<file path="src/hdl/stt_pkg.sv">
// Shared types and codes for the segment timeline table.
`default_nettype none
package stt_pkg;

  localparam int unsigned MAX_SLOTS_DEF = 1024;

  localparam logic [2:0] OP_CLEAR  = 3'd0;
  localparam logic [2:0] OP_APPEND = 3'd1;
  localparam logic [2:0] OP_INSERT = 3'd2;
  localparam logic [2:0] OP_LOCATE = 3'd3;
  localparam logic [2:0] OP_QUERY  = 3'd4;

  localparam logic [1:0] ST_OK    = 2'd0;
  localparam logic [1:0] ST_FULL  = 2'd1;
  localparam logic [1:0] ST_EMPTY = 2'd2;

  typedef enum logic [3:0] {
    S_IDLE, S_DISPATCH, S_INS_RD, S_INS_WR, S_LOC_RD, S_LOC_CHK,
    S_LOC_FRD, S_LOC_FIN, S_QRY_A, S_QRY_B, S_QRY_FIN, S_EMIT
  } state_t;

  // controller -> datapath
  typedef struct packed {
    logic load_in;
    logic dispatch;
    logic ins_rd;
    logic ins_wr;
    logic loc_rd;
    logic loc_chk;
    logic loc_frd;
    logic loc_fin;
    logic qry_a;
    logic qry_b;
    logic qry_fin;
    logic emit;
  } cmd_t;

  // datapath -> controller
  typedef struct packed {
    logic [2:0] op;
    logic       full;
    logic       empty;
    logic       ins_last;
    logic       loc_hit;
    logic       loc_end;
    logic       out_free;
  } stat_t;

endpackage
`default_nettype wire

</file>
<file path="src/hdl/stt_ctrl.sv">
// Sequencer for the segment timeline table.
`default_nettype none
module stt_ctrl
  import stt_pkg::*;
(
  input  wire logic  clk,
  input  wire logic  rst,
  input  wire logic  s_tvalid,
  output logic       s_tready,
  input  wire stat_t stat,
  output cmd_t       cmd
);

  state_t state, state_next;

  always_ff @(posedge clk) begin
    if (rst) state <= S_IDLE;
    else     state <= state_next;
  end

  always_comb begin
    state_next = state;
    cmd        = '0;
    s_tready   = 1'b0;
    unique case (state)
      S_IDLE: begin
        s_tready = 1'b1;
        if (s_tvalid) begin
          cmd.load_in = 1'b1;
          state_next  = S_DISPATCH;
        end
      end
      S_DISPATCH: begin
        cmd.dispatch = 1'b1;
        priority if ((stat.op == OP_APPEND || stat.op == OP_INSERT) && !stat.full)
          state_next = S_INS_RD;
        else if (stat.op == OP_LOCATE && !stat.empty)
          state_next = S_LOC_RD;
        else if (stat.op == OP_QUERY)
          state_next = S_QRY_A;
        else
          state_next = S_EMIT;
      end
      S_INS_RD: begin
        cmd.ins_rd = 1'b1;
        state_next = S_INS_WR;
      end
      S_INS_WR: begin
        cmd.ins_wr = 1'b1;
        state_next = stat.ins_last ? S_EMIT : S_INS_RD;
      end
      S_LOC_RD: begin
        cmd.loc_rd = 1'b1;
        state_next = S_LOC_CHK;
      end
      S_LOC_CHK: begin
        cmd.loc_chk = 1'b1;
        state_next  = (stat.loc_hit || stat.loc_end) ? S_LOC_FRD : S_LOC_RD;
      end
      S_LOC_FRD: begin
        cmd.loc_frd = 1'b1;
        state_next  = S_LOC_FIN;
      end
      S_LOC_FIN: begin
        cmd.loc_fin = 1'b1;
        state_next  = S_EMIT;
      end
      S_QRY_A: begin
        cmd.qry_a  = 1'b1;
        state_next = S_QRY_B;
      end
      S_QRY_B: begin
        cmd.qry_b  = 1'b1;
        state_next = S_QRY_FIN;
      end
      S_QRY_FIN: begin
        cmd.qry_fin = 1'b1;
        state_next  = S_EMIT;
      end
      S_EMIT: begin
        if (stat.out_free) begin
          cmd.emit   = 1'b1;
          state_next = S_IDLE;
        end
      end
      default: state_next = S_IDLE;
    endcase
  end

`ifndef SYNTH
  a_emit_idle: assert property (@(posedge clk) disable iff (rst)
    (state == S_EMIT && stat.out_free) |=> state == S_IDLE)
    else $error("emit did not return to idle");
  a_accept_leaves: assert property (@(posedge clk) disable iff (rst)
    cmd.load_in |=> state == S_DISPATCH)
    else $error("accepted word not dispatched");
  a_ins_needs_room: assert property (@(posedge clk) disable iff (rst)
    (state == S_DISPATCH && stat.full) |=> state != S_INS_RD)
    else $error("insert started on full table");
`endif

endmodule
`default_nettype wire

</file>
<file path="config.mk">
export PLATFORM = sky130hd
export DESIGN_NAME = stt_ctrl
export DESIGN_NICKNAME = d
export VERILOG_FILES = /design/src/hdl/stt_pkg.sv /design/src/hdl/stt_ctrl.sv
export SDC_FILE = /design/constraint.sdc
export NUM_CORES = 1
export LEC_CHECK = 0
export ABC_AREA = 1
export BUFFER_PORTS_ARGS = -buffer_cell sky130_fd_sc_hd__buf_2
export CORE_AREA = 2 2 39 41
export DETAILED_ROUTE_END_ITERATION = 6
export DIE_AREA = 0 0 41 43
export PLACE_DENSITY = 0.72
export RECOVER_POWER = 50
export SLEW_MARGIN = 20
export SYNTH_ARGS = -nofsm -noshare
export SYNTH_HDL_FRONTEND = slang
export SYNTH_SLANG_ARGS = --single-unit
</file>
<file path="constraint.sdc">
create_clock -name clk -period 1.8 [get_ports clk]
set_input_delay 0.45 -clock clk [delete_from_list [all_inputs] [get_ports clk]]
set_output_delay 0.45 -clock clk [all_outputs]
set_load 0.05 [all_outputs]
</file>
* Yosys cells after proc, flatten, opt, wreduce, memory -nomap -nowiden
Cells that the tools add are included.
Storage, ports and cells: memories 0, bits in latches 0, bits in registers 4, input port bits 12, memory bits (read-only) 0, word-level logic and storage cells 50, RAM bits 0, output and inout bits 13
Cells by class: bitwise gates (word level) 0, multiplexer cells 23, magnitude comparators 0, equality and inequality tests 17, div/mod/pow operators 0, multipliers 0, shift operators 0, add/subtract/negate cells 0, reductions and logical operators 9
Operators by type and width (count):
- 4-bit case mux with 11 select lines | 1
- 4-bit 2-to-1 mux | 5
- 4-bit by 3-bit == test with 1-bit output, second input constant | 4
- 4-bit == test, second input constant | 4
- 1-bit 2-to-1 mux | 15
- 4-bit by 2-bit == test with 1-bit output, second input constant | 2
- 3-bit by 2-bit == test with 1-bit output, second input constant | 2
- 4-bit by 1-bit == test with 1-bit output, second input constant | 1
- 4-bit zero test | 1
- 2-bit 2-to-1 mux | 2
- 2-bit != test, second input constant | 2
- 3-bit by 1-bit == test with 1-bit output, second input constant | 1
- 3-bit == test, second input constant | 1
- 1-bit logical AND | 2
- 1-bit zero test | 2
- 1-bit logical OR | 2
- 2-bit AND reduction | 1
- 2-bit OR reduction | 1

* Longest topological paths before layout
Gate-level depths: netlist of the first run.
word-level depth 5, gate-level depth with buffers 9, gate-level depth less buffers 9

* Least setup slack after synthesis of the first run
OpenSTA, ideal clock, no wires.
path kind register -> output, start point register state[0], end point output cmd[0] (netlist bit), data required time 1.350 ns, cell stages (with the launch flop) 3, slack -0.228 ns, arrival time 1.578 ns, cell sequence dfxtp_1 -> nand2_1 -> nor3_1
RTL lines:
- start: declaration | line stt_ctrl.sv:14 | state_t state, state_next;
- start signal: assignment | line stt_ctrl.sv:18 | else state <= state_next;
- end: declaration | line stt_ctrl.sv:11 | output cmd_t cmd

==> key figures, run 1 <==
Setup path
  – Crit path required time: 1.35 ns
  – Critical Path Sink Type: output port
  – Worst-path maximum fanout: 6
  – Type of origin of the critical path: flop
  – Arr. time, crit path: about 1.3 ns
  – Crit Path Class: reg -> out

Route
  – Initial drt markers: 9
  – # DRC: 0
  – First drt pass iteration count: 4
  – Via count: between 500 and 600
  – Routed len/inst: about 8.7 µm
  – Via density: between 4 and 5
  – Routed Antenna Nets: 0
  – Drt total wl: 1110 µm

Power
  – Total Power: between 0.9 and 1 mW
  – Worst vdd ir: between 0.7 and 0.8 mV
  – Power density over the cells: ~1500 nW/µm²
  – LEAKAGE: between 0.4 and 0.5 nW

Yosys
  – Post-synth top flop: dfxtp_1
  – Synthesis Warnings: 0
  – Ranking of synthesized cells by instance count: 21 x inv_1, 20 x nand2_1, 16 x nor2_1
  – Syn_nets: 97
  – Syn Std Cell Area: approximately 430 µm²
  – Share of synthesized registers carrying an async set or reset: 0%
  – Area contributors post-synth: dfxtp_1 19%, inv_1 18%, nand2_1 17%
  – Sequential fraction of the synthesis area: approximately a fifth
  – Top cell type's share of synthesized area: a little under a fifth
  – Synth Area per Inst: between 5 and 6 µm²
  – Yosys reg bits: 4
  – Top-count cell post-synth: inv_1
  – Post-synth EDFFs: 0
  – Netlist cell types: 17
  – Dominant cell type by area after synthesis: dfxtp_1
  – Synth Instances: 85

Floorplan
  – Vert. Die Dim: 43 µm
  – Die width: 41 µm
  – Initial core utilization: 31.1%
  – Die area: around 1800 µm²
  – IO Pins: 25
  – # rows: 14
  – Core footprint: 1380 µm²

Place
  – Port Buf Inserts: 24
  – DP Wirelength: about 950 µm
  – Routability cong.: ~0.8

Cells and area
  – Share of cells above drive strength 1: around a third
  – Final Net Count: 126
  – Fill count: 170
  – Storage element area: ~81 µm²
  – Area of the multi-input gates: between 200 and 300 µm²
  – ANT cells: 0
  – Biggest regs: state x4
  – Largest register FFs: 4
  – Largest register by flop count: state
  – Layout area overhead: 43.9%
  – Final Core Density: roughly 45%

GRT
  – Largest net degree at the start of global routing: 7
  – GRT Total Usage: roughly 14%
  – Vias in the first global route: ~470
  – Grt ovf: 0
  – First-pass GRT wire length: between 1500 and 2000 µm
  – Initial antenna violation count: 0

Run status
  – Status: completed

CTS
  – Clock tree buffer depth: 2
  – H-tree depth: 1
  – Setup bufs post-CTS: 0
  – Gates resized, CTS repair: 0
  – Hold Buf Count CTS: 0
  – TritonCTS Buffers: 3
  – Skew-Pair Late Insertion Delay: 0.23 ns
  – Clock slew at reported path FFs: about 0.04 ns
  – Root Buffer: clkbuf_4
  – CTS tree: built
  – Clock Sink Count: 4

STA
  – Number of max-slew violations in the final report: 0
  – Setup TNS: 0 ns
  – Crit path time final: 1.71 ns
  – Worst clock skew: between 0.001 and 0.0015 ns
  – Final setup vio count: 0
  – Max Fclk: 585 MHz
  – Fin crit share: 94.9%
  – Final hold vios: 0
  – Worst relative slew slack: 81.7%
  – Least-Margin Pin Slew: between 0.2 and 0.3 ns

Job
  – Number of max-cap violations: 0

Worst hold path
  – Hold Path Class: in -> reg
-- path summary, 6_finish.rpt --
check	startpoint	endpoint	slack (ns)	cells past startpoint
setup / recovery	state[0]$_SDFFE_PP0P_	cmd[10]	0.09	3
hold / removal	rst	state[0]$_SDFFE_PP0P_	0.40	2
setup reg to reg	state[0]$_SDFFE_PP0P_	state[0]$_SDFFE_PP0P_	0.58	7
hold reg to reg	state[3]$_SDFFE_PP0P_	state[2]$_SDFFE_PP0P_	0.62	3
-- cell type report --
type	instances	area share, %
timing repair buffer	24	21.8
clock buffer	3	3.64
multi-input combinational	57	43.6
sequential	4	13.1
inverter	24	14.5
tap	16	3.23
-- per-layer routing --
metal,wire (µm),global-route usage [%],part of all wire (%)
met4,0,8.00,0
met1,474,13.8,43
met5,0,0,0
met2,590,25.3,53
met3,48,3.14,4.3
-- report_power, final --
part	switching, mW	internal [mW]	total [mW]
logic	0.490	0.181	0.671
registers	0.0361	0.122	0.158
clock network	0.0339	0.0744	0.108
total	0.560	0.377	0.937
-- through the flow --
stage                     worst slack, ns  instance area (µm²)  std cells  hold WS (ns)
final                              0.0918                  619        128         0.402
after detailed placement            0.286                  576        125         0.642
after global routing             -0.00410                  619        128         0.394
after CTS                          0.0337                  598        128         0.394
after floorplan                   0.00994                  435         85         0.512
after global placement              0.297                  576        125         0.637
-- cell usage in the layout (no fill, tap or decap), drive strengths merged --
cell / netlist / final
nor3: 2 / 2
buf: 0 / 15
clkbuf: 0 / 12
o21ai: 2 / 2
nor2: 18 / 18
dfxtp: 4 / 4
a21oi: 2 / 2
clkinv: 1 / 1
and2: 1 / 1
nand2: 22 / 22
o22ai: 1 / 1
nand4: 3 / 3
nand3: 6 / 6
inv: 23 / 23
-- kinds of logic (layout without fill, tap and decap cells) --
logic type | count (synthesis) | after routing | synth area share (%)
AND/OR/NAND/NOR | 52 | 52 | 53.5
buffers and inverters | 24 | 51 | 20.9
AO/OA/AOI/OAI | 5 | 5 | 6.98
flip-flops | 4 | 4 | 18.6
-- worst max-delay path, stage by stage, from the launching register on --
cell and delay, ns:
dfxtp_1 0.40, nand2_1 0.16, nor2_4 0.18, buf_2 0.28
(Power assumes the default switching activity.)
==> run 2, diff against run 1 <==
--- a/config.mk
+++ b/config.mk
@@ -12,6 +12,7 @@
 export DIE_AREA = 0 0 41 43
 export PLACE_DENSITY = 0.72
 export RECOVER_POWER = 50
+export REMOVE_ABC_BUFFERS = 1
 export SLEW_MARGIN = 20
 export SYNTH_ARGS = -nofsm -noshare
 export SYNTH_HDL_FRONTEND = slang
==> run 2 against run 1 <==
Non-clock buffer count is the same. Clock power is essentially flat. Critical path depth grew 1. Global-route usage rose by 0.11 points.
==> key figures, run 2 (synthesis results as in run 1) <==
Power
  – Logic pwr share: roughly 71%
  – Total Power: about 0.94 mW
  – Psw: between 0.5 and 0.6 mW
  – Cell Int Power: 0.379 mW
  – Switching part of the total: 59.7%
  – Clock network power share: a little under an eighth
  – Power density over the cells: 1520 nW/µm²
  – Seq pwr share: 17.0%
  – Worst vdd ir: 0.778 mV
  – LEAKAGE: around 0.40 nW

Run status
  – Status: completed

Setup path
  – R2r worst-path depth: 7
  – Critical Path Sink Type: output port
  – CP delay by family, top: simple AND/OR/NAND/NOR gates
  – Type of origin of the critical path: flop
  – Crit path required time: 1.35 ns
  – CP Cell Sequence: nor2_2, nand2_1, nor2_1, buf_2
  – Crit Path Class: reg -> out
  – Worst path slowest cell: dfxtp_2
  – WP buf/inv: 1
  – Worst path max stage delay: about 0.34 ns
  – WP depth: 4
  – Arr. time, crit path: ~1.3 ns
  – Worst-path maximum fanout: 6

Cells and area
  – Final Core Density: between 40 and 50%
  – Commonest non-fill, non-tap cell in the layout: inv_1
  – Final Net Count: around 130
  – ANT cells: 0
  – Share of cells above drive strength 1: around a third
  – Biggest regs: state x4
  – Largest register by flop count: state
  – Most frequent cells in the layout: 21 x inv_1, 20 x nand2_1, 17 x buf_2
  – Design area: 617 µm²
  – Largest register FFs: 4
  – Layout area overhead: 43.3%

GRT
  – M2 GR Usage: 26.9%
  – Met3 Use GR: 0%
  – Met1 Track Usage GR: between 10% and 20%
  – First-pass GRT wire length: ~1800 µm
  – Vias in the first global route: between 500 and 600
  – Grt peak-use layer: met2
  – Initial antenna violation count: 0
  – Grt ovf: 0
  – GRT Total Usage: 14.4%
  – Largest net degree at the start of global routing: 7

STA
  – Max Fclk: ~580 MHz
  – Least-Margin Pin Slew: roughly 0.25 ns
  – Hold slack: 0.397 ns
  – Final hold vios: 0
  – Final setup vio count: 0
  – Worst clock skew: approximately 0.00083 ns
  – Number of max-slew violations in the final report: 0
  – Crit path time final: 1.72 ns
  – Worst relative slew slack: about 84%
  – Fin crit share: a little over nine tenths

CTS
  – CTS tree: built
  – Clock slew at reported path FFs: 0.04 ns
  – Clock Sink Count: 4
  – Skew-Pair Late Insertion Delay: ~0.24 ns
  – H-tree depth: 1
  – TritonCTS Buffers: 3
  – Hold Buf Count CTS: 0
  – Root Buffer: clkbuf_4
  – Clock tree buffer depth: 2

Worst hold path
  – Hold Path Class: in -> reg
  – Hold depth: 2

Job
  – Number of max-cap violations: 0

Place
  – DP Wirelength: 974 µm
  – Routability cong.: ~0.83
  – Port Buf Inserts: 24
  – Placed instance area: around 570 µm²

Route
  – Initial drt markers: 9
  – # DRC: 0
  – First drt pass iteration count: 3
  – Drt total wl: 1150 µm
  – Routed Antenna Nets: 0
  – Routed len/inst: about 9 µm
  – Via count: 570
  – Via density: approximately 4.5

Floorplan
  – Vert. Die Dim: 43 µm
  – Core footprint: 1380 µm²
  – Initial core utilization: 31.1%
  – Die width: about 41 µm
  – # rows: 14
  – Die area: around 1800 µm²
  – IO Pins: 25
==> run 2: cell count changes in the layout (fill, tap and decap cells not counted) <==
cell / change
clkbuf_2: -3
nor3_2: -1
buf_2: +2
buf_4: +1
nor3_1: +1
and2_1: +1
and2_0: -1
==> run 2: power by group through the flow <==
stage	logic, mW	registers (mW)	clock network [mW]
final	0.670	0.160	0.111
after global routing	0.729	0.164	0.123
after CTS	0.659	0.154	0.115
after detailed placement	0.657	0.156	0
after global placement	0.652	0.155	0
after floorplan	0.525	0.148	0
==> run 2: layout make-up <==
cell class / count / area [µm²]
sequential: 4 / 81.3
fill: 158 / 767
clock buffer: 3 / 22.5
inverter: 24 / 90.1
multi-input combinational: 57 / 265
timing repair buffer: 24 / 138
tap: 16 / 20.0
==> run 2: worst paths after layout <==
kind	end	slack [ns]	start
setup / recovery	cmd[11]	0.08	state[3]$_SDFFE_PP0P_
hold / removal	state[0]$_SDFFE_PP0P_	0.40	rst
setup reg to reg	state[0]$_SDFFE_PP0P_	0.58	state[0]$_SDFFE_PP0P_
hold reg to reg	state[2]$_SDFFE_PP0P_	0.63	state[3]$_SDFFE_PP0P_
==> run 2: timing repair <==
action	4_1_cts	5_1_grt
resized for setup	0	11
buffers inserted	0	0
setup endpoints to repair	0	9
hold endpoints to repair	0	0
==> run 2: layer usage <==
metal / vias to the layer above / wire length (µm)
li1: 306 / -
met1: 245 / 465
met2: 17 / 600
met3: 2 / 63
met4: 0 / 17
met5: - / 0
==> run 2: stage by stage <==
step / setup TNS, ns / worst slack (ns) / std cells
detailed placement: 0 / 0.264 / 125
CTS: 0 / 0.0110 / 128
floorplan: -0.228 / -0.228 / 85
finish: 0 / 0.0777 / 128
global placement: 0 / 0.298 / 125
global route: -0.00958 / -0.00890 / 128
==> run 3, diff against run 2 <==
==> constraint.sdc (replaced) <==
create_clock -name clk -period 1.7 [get_ports clk]
set_input_delay 0.425 -clock clk [delete_from_list [all_inputs] [get_ports clk]]
set_output_delay 0.425 -clock clk [all_outputs]
set_load 0.05 [all_outputs]
==> run 3 against run 2 <==
Die area is the same. Combinational power grew 9.9%. Clock power grew 6%. Sequential cell count is the same. Utilization grew 2.6 points. Design area grew 5.9%. Sequential power grew 14%. Cell count is the same. Sequential share of layout area is essentially flat. Worst hold slack lost 0.028 ns.
==> key figures, run 3 (synthesis results as in run 1) <==
Route
  – Via density: 4.37
  – Routed len/inst: 8.98 µm
  – Via count: 559
  – Drt total wl: between 1000 and 1500 µm
  – First drt pass iteration count: 4
  – Initial drt markers: 8
  – Routed Antenna Nets: 0
  – # DRC: 0

Run status
  – Status: completed

Floorplan
  – Die area: between 1500 and 2000 µm²
  – Initial core utilization: between 30% and 40%
  – Core footprint: 1380 µm²
  – Vert. Die Dim: about 43 µm
  – # rows: 14
  – Die width: just over 40 µm
  – IO Pins: 25

STA
  – Final setup vio count: 0
  – Fin crit share: a little over nine tenths
  – Crit path time final: roughly 1.6 ns
  – Final hold vios: 0
  – Worst relative slew slack: between 80% and 90%
  – Max Fclk: approximately 600 MHz
  – Worst clock skew: 0.00617 ns
  – Number of max-slew violations in the final report: 0
  – Least-Margin Pin Slew: ~0.28 ns
  – Hold slack: roughly 0.37 ns

Worst hold path
  – Worst Min Path Start: rst
  – Hold depth: 2
  – Hold endpoint: state[0]$_SDFFE_PP0P_
  – Hold Path Class: in -> reg

Cells and area
  – Most frequent cells in the layout: 21 x inv_1, 20 x nand2_1, 14 x nor2_1
  – Commonest non-fill, non-tap cell in the layout: inv_1
  – Fill count: 158
  – Final Net Count: between 100 and 150
  – Largest register FFs: 4
  – Biggest regs: state x4
  – Largest register by flop count: state
  – ANT cells: 0
  – Layout area overhead: 51.7%
  – Storage element area: 86.3 µm²
  – Final Core Density: around 47%
  – Fin cells: between 100 and 150
  – Share of cells above drive strength 1: 34.8%
  – Area of the multi-input gates: 275 µm²

Power
  – Logic pwr share: between 70% and 80%
  – Clock network power share: about 11%
  – Cell Int Power: about 0.43 mW
  – Worst vdd ir: just over 0.8 mV
  – Psw: roughly 0.6 mW
  – Seq pwr share: between 15 and 20%
  – Switching part of the total: about three fifths
  – Power density over the cells: about 1600 nW/µm²
  – LEAKAGE: 0.411 nW

CTS
  – Clock slew at reported path FFs: around 0.04 ns
  – TritonCTS Buffers: 3
  – Clock tree buffer depth: 2
  – Skew-Pair Late Insertion Delay: roughly 0.23 ns
  – Root Buffer: clkbuf_4
  – CTS tree: built
  – Setup bufs post-CTS: 0
  – Clock Sink Count: 4
  – H-tree depth: 1

Setup path
  – Reg-to-reg startpoint: state[1]$_SDFFE_PP0P_
  – Worst path slowest cell: dfxtp_1
  – R2r worst-path depth: 8
  – Arr. time, crit path: 1.19 ns
  – Critical Path Sink Type: output port
  – CP Cell Sequence: inv_1, nor2_1, inv_1, nor2_1, clkbuf_4
  – Type of origin of the critical path: flop
  – Worst path max stage delay: 0.33 ns
  – Crit Path Class: reg -> out
  – R2R Path End: state[1]$_SDFFE_PP0P_
  – Crit path required time: approximately 1.3 ns
  – Reg2reg setup slack: 0.50 ns
  – Worst-path maximum fanout: 3

Place
  – DP Wirelength: ~940 µm
  – Port Buf Inserts: 24
  – Routability cong.: between 0.8 and 0.9
  – Dpl cells: approximately 130

GRT
  – Largest net degree at the start of global routing: 7
  – Vias in the first global route: 469
  – First-pass GRT wire length: 1730 µm
  – GRT Total Usage: 14.2%
  – Grt ovf: 0
  – Initial antenna violation count: 0

Job
  – Number of max-cap violations: 0
[run 3: area by class of cell]
class | count | area share (%)
Clock buffer | 3 | 3.45
Inverter | 24 | 13.8
Multi-Input combinational cell | 57 | 42.1
Sequential cell | 4 | 13.2
Tap cell | 16 | 3.07
Timing Repair Buffer | 24 | 24.3
[run 3: how the worst max path moves through the flow]
| stage | from | to | slack (ns) | cells after the start |
|---|---|---|---|---|
| 6_report | state[1]$_SDFFE_PP0P_ | cmd[9] | 0.08 | 5 |
| 5_1_grt | state[1]$_SDFFE_PP0P_ | cmd[9] | -0.006 | 5 |
| 3_5_place_dp | state[2]$_SDFFE_PP0P_ | cmd[5] | 0.19 | 5 |
| 4_1_cts | state[3]$_SDFFE_PP0P_ | cmd[1] | 0.02 | 5 |
| 3_3_place_gp | state[0]$_SDFFE_PP0P_ | cmd[2] | 0.22 | 3 |
| 2_1_floorplan | state[0]$_SDFFE_PP0P_ | cmd[0] | -0.30 | 2 |
[run 3: critical path, delay by kind of cell (launching register included)]
kind          cells  cell delay [ns]
simple gates      2             0.23
buf+inv           3             0.39
flops             1             0.33
[run 3: timing repair]
item	4_1_cts	5_1_grt
hold buffers	0	0
pin swaps	0	0
gates resized for setup	9	14
endpoints found under the setup margin	7	13
cloned	0	0
[run 3: routing by layer]
| metal | vias up | GRT usage [%] | share of wire (%) |
|---|---|---|---|
| li1 | 310 | - | - |
| met1 | 233 | 16.1 | 43 |
| met2 | 16 | 25.6 | 53 |
| met3 | 0 | 0 | 4.7 |
| met4 | 0 | 6.00 | 0 |
| met5 | - | 0 | 0 |
[run 3: power by group through the flow]
stage               Clock [mW]  Combinational [mW]  Sequential, mW
global placement             0               0.690           0.164
finish                   0.118               0.736           0.182
global route             0.130               0.804           0.186
floorplan                    0               0.556           0.157
CTS                      0.122               0.719           0.164
detailed placement           0               0.692           0.164
[run 3: stage by stage]
stage	instance area, µm²	power, mW	worst slack, ns	setup TNS (ns)
global route	653	1.12	-0.00618	-0.00618
floorplan	430	0.713	-0.303	-0.433
CTS	616	1.01	0.0168	0
finish	653	1.04	0.0819	0
detailed placement	571	0.856	0.190	0
global placement	571	0.854	0.223	0
